===== config.mk =====
export PLATFORM = sky130hd
export DESIGN_NAME = rrs_stats
export DESIGN_NICKNAME = d
export VERILOG_FILES = /design/src/rtl/rrs_pkg.sv /design/src/rtl/rrs_stats.sv
export SDC_FILE = /design/constraint.sdc
export NUM_CORES = 1
export LEC_CHECK = 0
export BUFFER_PORTS_ARGS = -buffer_cell sky130_fd_sc_hd__buf_4
export CAP_MARGIN = 20
export CORE_MARGIN = 2
export CORE_UTILIZATION = 52
export CTS_BUF_LIST = sky130_fd_sc_hd__clkbuf_2
export DETAILED_ROUTE_END_ITERATION = 6
export GPL_TIMING_DRIVEN = 0
export PLACE_DENSITY = 0.81
export SLEW_MARGIN = 20
export SYNTH_ARGS = -nofsm -noshare
export SYNTH_HDL_FRONTEND = slang
export SYNTH_SLANG_ARGS = --single-unit

===== constraint.sdc =====
create_clock -name aclk -period 5.55 [get_ports aclk]
set_clock_uncertainty 0.15 [all_clocks]
set_input_delay 0 -clock aclk [delete_from_list [all_inputs] [get_ports aclk]]
set_output_delay 0 -clock aclk [all_outputs]
set_load 0.02 [all_outputs]

===== src/rtl/rrs_pkg.sv =====
`default_nettype none
package rrs_pkg;

    localparam int MAX_PROC = 64;
    localparam int IDX_W    = $clog2(MAX_PROC);
    localparam int CNT_W    = IDX_W + 1;
    localparam int TIME_W   = 23;
    localparam int SUM_W    = 29;

    // Sequencer states, one-hot.
    typedef enum logic [14:0] {
        ST_LOAD      = 15'b000000000000001,
        ST_SORT_KEY  = 15'b000000000000010,
        ST_SORT_CAP  = 15'b000000000000100,
        ST_SORT_SCAN = 15'b000000000001000,
        ST_SORT_WR   = 15'b000000000010000,
        ST_SIM_ORD   = 15'b000000000100000,
        ST_SIM_IDX   = 15'b000000001000000,
        ST_SIM_EXE   = 15'b000000010000000,
        ST_SIM_END   = 15'b000000100000000,
        ST_JUMP_PRE  = 15'b000001000000000,
        ST_JUMP_SCAN = 15'b000010000000000,
        ST_JUMP_END  = 15'b000100000000000,
        ST_OUT_RD    = 15'b001000000000000,
        ST_OUT_CALC  = 15'b010000000000000,
        ST_OUT_WAIT  = 15'b100000000000000
    } state_t;

    // One result item.
    typedef struct packed {
        logic [CNT_W-1:0]  process_id;
        logic [TIME_W-1:0] completion_time;
        logic [TIME_W-1:0] turnaround_time;
        logic [TIME_W-1:0] waiting_time;
        logic [TIME_W-1:0] response_time;
        logic [SUM_W-1:0]  sum_waiting;
        logic [SUM_W-1:0]  sum_turnaround;
        logic              last_result;
    } result_t;

endpackage
`default_nettype wire


===== src/rtl/rrs_stats.sv =====
`default_nettype none
module rrs_stats
    import rrs_pkg::*;
(
    input  wire logic              aclk,
    input  wire logic              aresetn,
    input  wire logic              clear,
    input  wire logic              load,
    input  wire logic [CNT_W-1:0]  pid,
    input  wire logic              last,
    input  wire logic [TIME_W-1:0] fin,
    input  wire logic [TIME_W-1:0] first,
    input  wire logic [15:0]       arr,
    input  wire logic [15:0]       burst,
    output result_t                res
);

    logic [SUM_W-1:0]  sum_w_reg, sum_t_reg;
    logic [TIME_W-1:0] tat, wt, rt;
    result_t           res_reg;

    // Per-process figures, wrapping at the field width.
    assign tat = fin - {7'd0, arr};
    assign wt  = tat - {7'd0, burst};
    assign rt  = first - {7'd0, arr};

    // Result register and running totals.
    always_ff @(posedge aclk) begin
        if (!aresetn || clear) begin
            sum_w_reg <= '0;
            sum_t_reg <= '0;
        end else if (load) begin
            sum_w_reg <= sum_w_reg + {6'd0, wt};
            sum_t_reg <= sum_t_reg + {6'd0, tat};
        end
        if (load) begin
            res_reg.process_id      <= pid;
            res_reg.completion_time <= fin;
            res_reg.turnaround_time <= tat;
            res_reg.waiting_time    <= wt;
            res_reg.response_time   <= rt;
            res_reg.sum_waiting     <= sum_w_reg + {6'd0, wt};
            res_reg.sum_turnaround  <= sum_t_reg + {6'd0, tat};
            res_reg.last_result     <= last;
        end
    end

    assign res = res_reg;

endmodule
`default_nettype wire


==> metrics.txt <==
run status finished clean; chip width 159 µm; std cell rows 56; max reg flops 158; Setup CP Type primary input to flop; highest-count cells in the layout ignoring fill and taps buf_4, dlygate4sd3_1, edfxtp_1; post-layout power 5.89 mW; DRC errors left 0; initial antenna violation count 1; Initial DRC Count 1000; worst slew pin tran a little over 1 ns; nets@finish 1874; Vias/cell 5.73; GRT Total Usage 30.2%; max cap viols 0; Synth Instances 1190; post-DR wirelength/cell 19.2 µm; clock-pin slew on the worst setup and hold paths 0.10 ns; Setup crit start kind primary input; Crit path max-delay family compound AO/OA/AOI/OAI gates; Total Wirelength 39400 µm; mux share of post-synthesis cell area 2.56%; Top-Level Pins 248; Post-synth EDFFs about 160; # setup viols final 0; Leak 7.63 nW; Area contributors post-synth edfxtp_1, ha_1, dfxtp_1; GRT overflow 0; Switching Share 39.3%; post-synth top area share a little under two fifths; DP HPWL 24600 µm; Mean Syn Cell Area 10.5 µm²; Clk Latency, worst-skew pair between 0.8 and 0.9 ns; PortBufs 246; CTS tree yes; NetSw roughly 2.3 mW; GR peak layer met2; Yosys reg bits 216; Fin. Hold Viols 0; fin area 0.0174 mm²; compound-gate portion of the synthesized area 15.7%; Core Region about 0.024 mm²; Seq/Total Area, Yosys 47.1%; clock share of power a little under a fifth; Worst Hold Depth 2; Slew Limit Fails 0; Min Hold Slack about 0.023 ns; CP peak stage delay 0.54 ns; Area Growth Syn to Fin 38.6%; Pint between 3 and 4 mW; Vias 11700; XOR/XNOR share of the synthesized area 7.33%; Post-synth top flop edfxtp_1; worst r2r path cells 10; setup slack after layout 0.212 ns; largest net degree at the start of global routing 85; Starting Density 53.2%; Post-synth ARST share 0%; Clock Sink Count 216; Synth Area in Adders 10.5%; clock root cell clkbuf_2; Setup crit start arr[7]; Worst R2R Setup Slack about 2.1 ns; M3 GR Usage 6.07%; met2 GRT Util 52.5%; worst path required time 6.01 ns; period utilization between 90% and 100%; syn nets 1379; min cycle time layout about 5.3 ns; simple-gate share of the synthesized area 13.5%; first-pass iteration count of the detailed router 7; placed inst area around 0.015 mm²; Sequential Power Share 37.5%; first-pass GRT wire length 61600 µm; Max Fanout on Critical Path 6; WP data arrival 5.80 ns; critical path's slowest cell dlygate4sd3_1; Warnings, synthesis 0; gpl congestion around 0.92; Die Height 159 µm; post-CTS setup buffer count 0; WP buf/inv 4; CP endpoint kind flop; Routed Antenna Nets 0; Gate power share approximately 44%; die area between 0.02 and 0.03 mm²; VDD IR max roughly 0.20 mV; most common library cell in the layout ignoring fill and taps buf_4; max frequency 187 MHz; end of the worst register-to-register path res[25]; Pwr Density 339 mW/mm²; Post-Place Setup Slack -1.06 ns; CTS buffer count 55; RR Startpoint sum_t_reg[0]; Hold Crit Start load; H-tree depth 2; Netlist cell types 71; HP Class primary input to flop; largest family of logic cells by synthesized area compound AO/OA/AOI/OAI gates; met1 GRT Util between 30% and 40%; Clock Path Buffers 3; Worst Hold End res[31]; post-synth top area cell edfxtp_1; Slew headroom 31.0%; share of cells above drive strength 1 22.5%; Post-Syn Area 0.0125 mm²; vias in the first global route 11800
metrics by stage:
step / setup TNS, ns / instances / util, %
after global routing: -0.00102 / 2049 / 73.8
after floorplan: 0 / 1190 / -
after CTS: 0 / 2049 / 73.2
final: 0 / 2049 / 73.8
after detailed placement: -18.08 / 1756 / 62.9
after global placement: -15.87 / 1755 / 62.7
cell type report:
cell class / count / area (µm²)
clock buffer: 76 / 380
clock inverter: 25 / 113
sequential: 216 / 5910
timing repair buffer: 439 / 3800
multi-input combinational: 869 / 6360
fill: 1600 / 6180
buffer: 40 / 158
antenna: 1 / 2.50
tap: 319 / 399
inverter: 64 / 243
repair_timing:
action | in CTS | in global routing
endpoints found under the hold margin | 302 | 0
resized for setup | 2 | 19
endpoints found under the setup margin | 7 | 20
hold buffers | 192 | 0
pin swaps | 0 | 1
routing by layer:
| layer | part of all wire (%) | vias up |
|---|---|---|
| li1 | - | 5456 |
| met1 | 38 | 5548 |
| met2 | 50 | 573 |
| met3 | 7.3 | 156 |
| met4 | 4.8 | 0 |
| met5 | 0 | - |
power by group through the flow:
| stage | logic [mW] | registers, mW | clock network (mW) |
|---|---|---|---|
| after floorplan | 1.18 | 2.52 | 0 |
| after global placement | 2.18 | 2.23 | 0 |
| after detailed placement | 2.25 | 2.23 | 0 |
| after CTS | 2.47 | 2.20 | 1.09 |
| after global routing | 2.76 | 2.23 | 1.19 |
| final | 2.58 | 2.21 | 1.10 |
how the worst max path moves through the flow:
stage | slack (ns) | to | cells after the start
6_report | 0.21 | res[52] | 25
4_1_cts | 0.02 | res[55] | 27
3_3_place_gp | -0.95 | res[55] | 27
3_5_place_dp | -1.06 | res[57] | 27
5_1_grt | -0.001 | res[52] | 23
2_1_floorplan | 0.14 | res[55] | 26
cell usage after synthesis, types with 10 or more instances:
cell,instances
xor2_1,34
o21ai_0,34
inv_1,63
nor2b_1,12
xnor2_1,69
nand4_1,10
and3_1,17
nor2_1,96
o211ai_1,20
a21o_1,30
nand2_1,59
nand3_1,48
clkbuf_1,31
o21a_1,12
or3_1,12
edfxtp_1,158
a21oi_1,86
o21bai_1,18
mux2i_1,32
nor3_1,32
a211oi_1,10
ha_1,94
dfxtp_1,58
nor4_1,14
cells by family after synthesis:
logic type,after synthesis
and+or+nand+nor,340
AOI/OAI and AO/OA,291
DFF,216
buffers and inverters,105
xor gates and xnor gates,104
adders and majority gates,102
muxes,32
No activity file was read; power rests on OpenSTA's default activity.
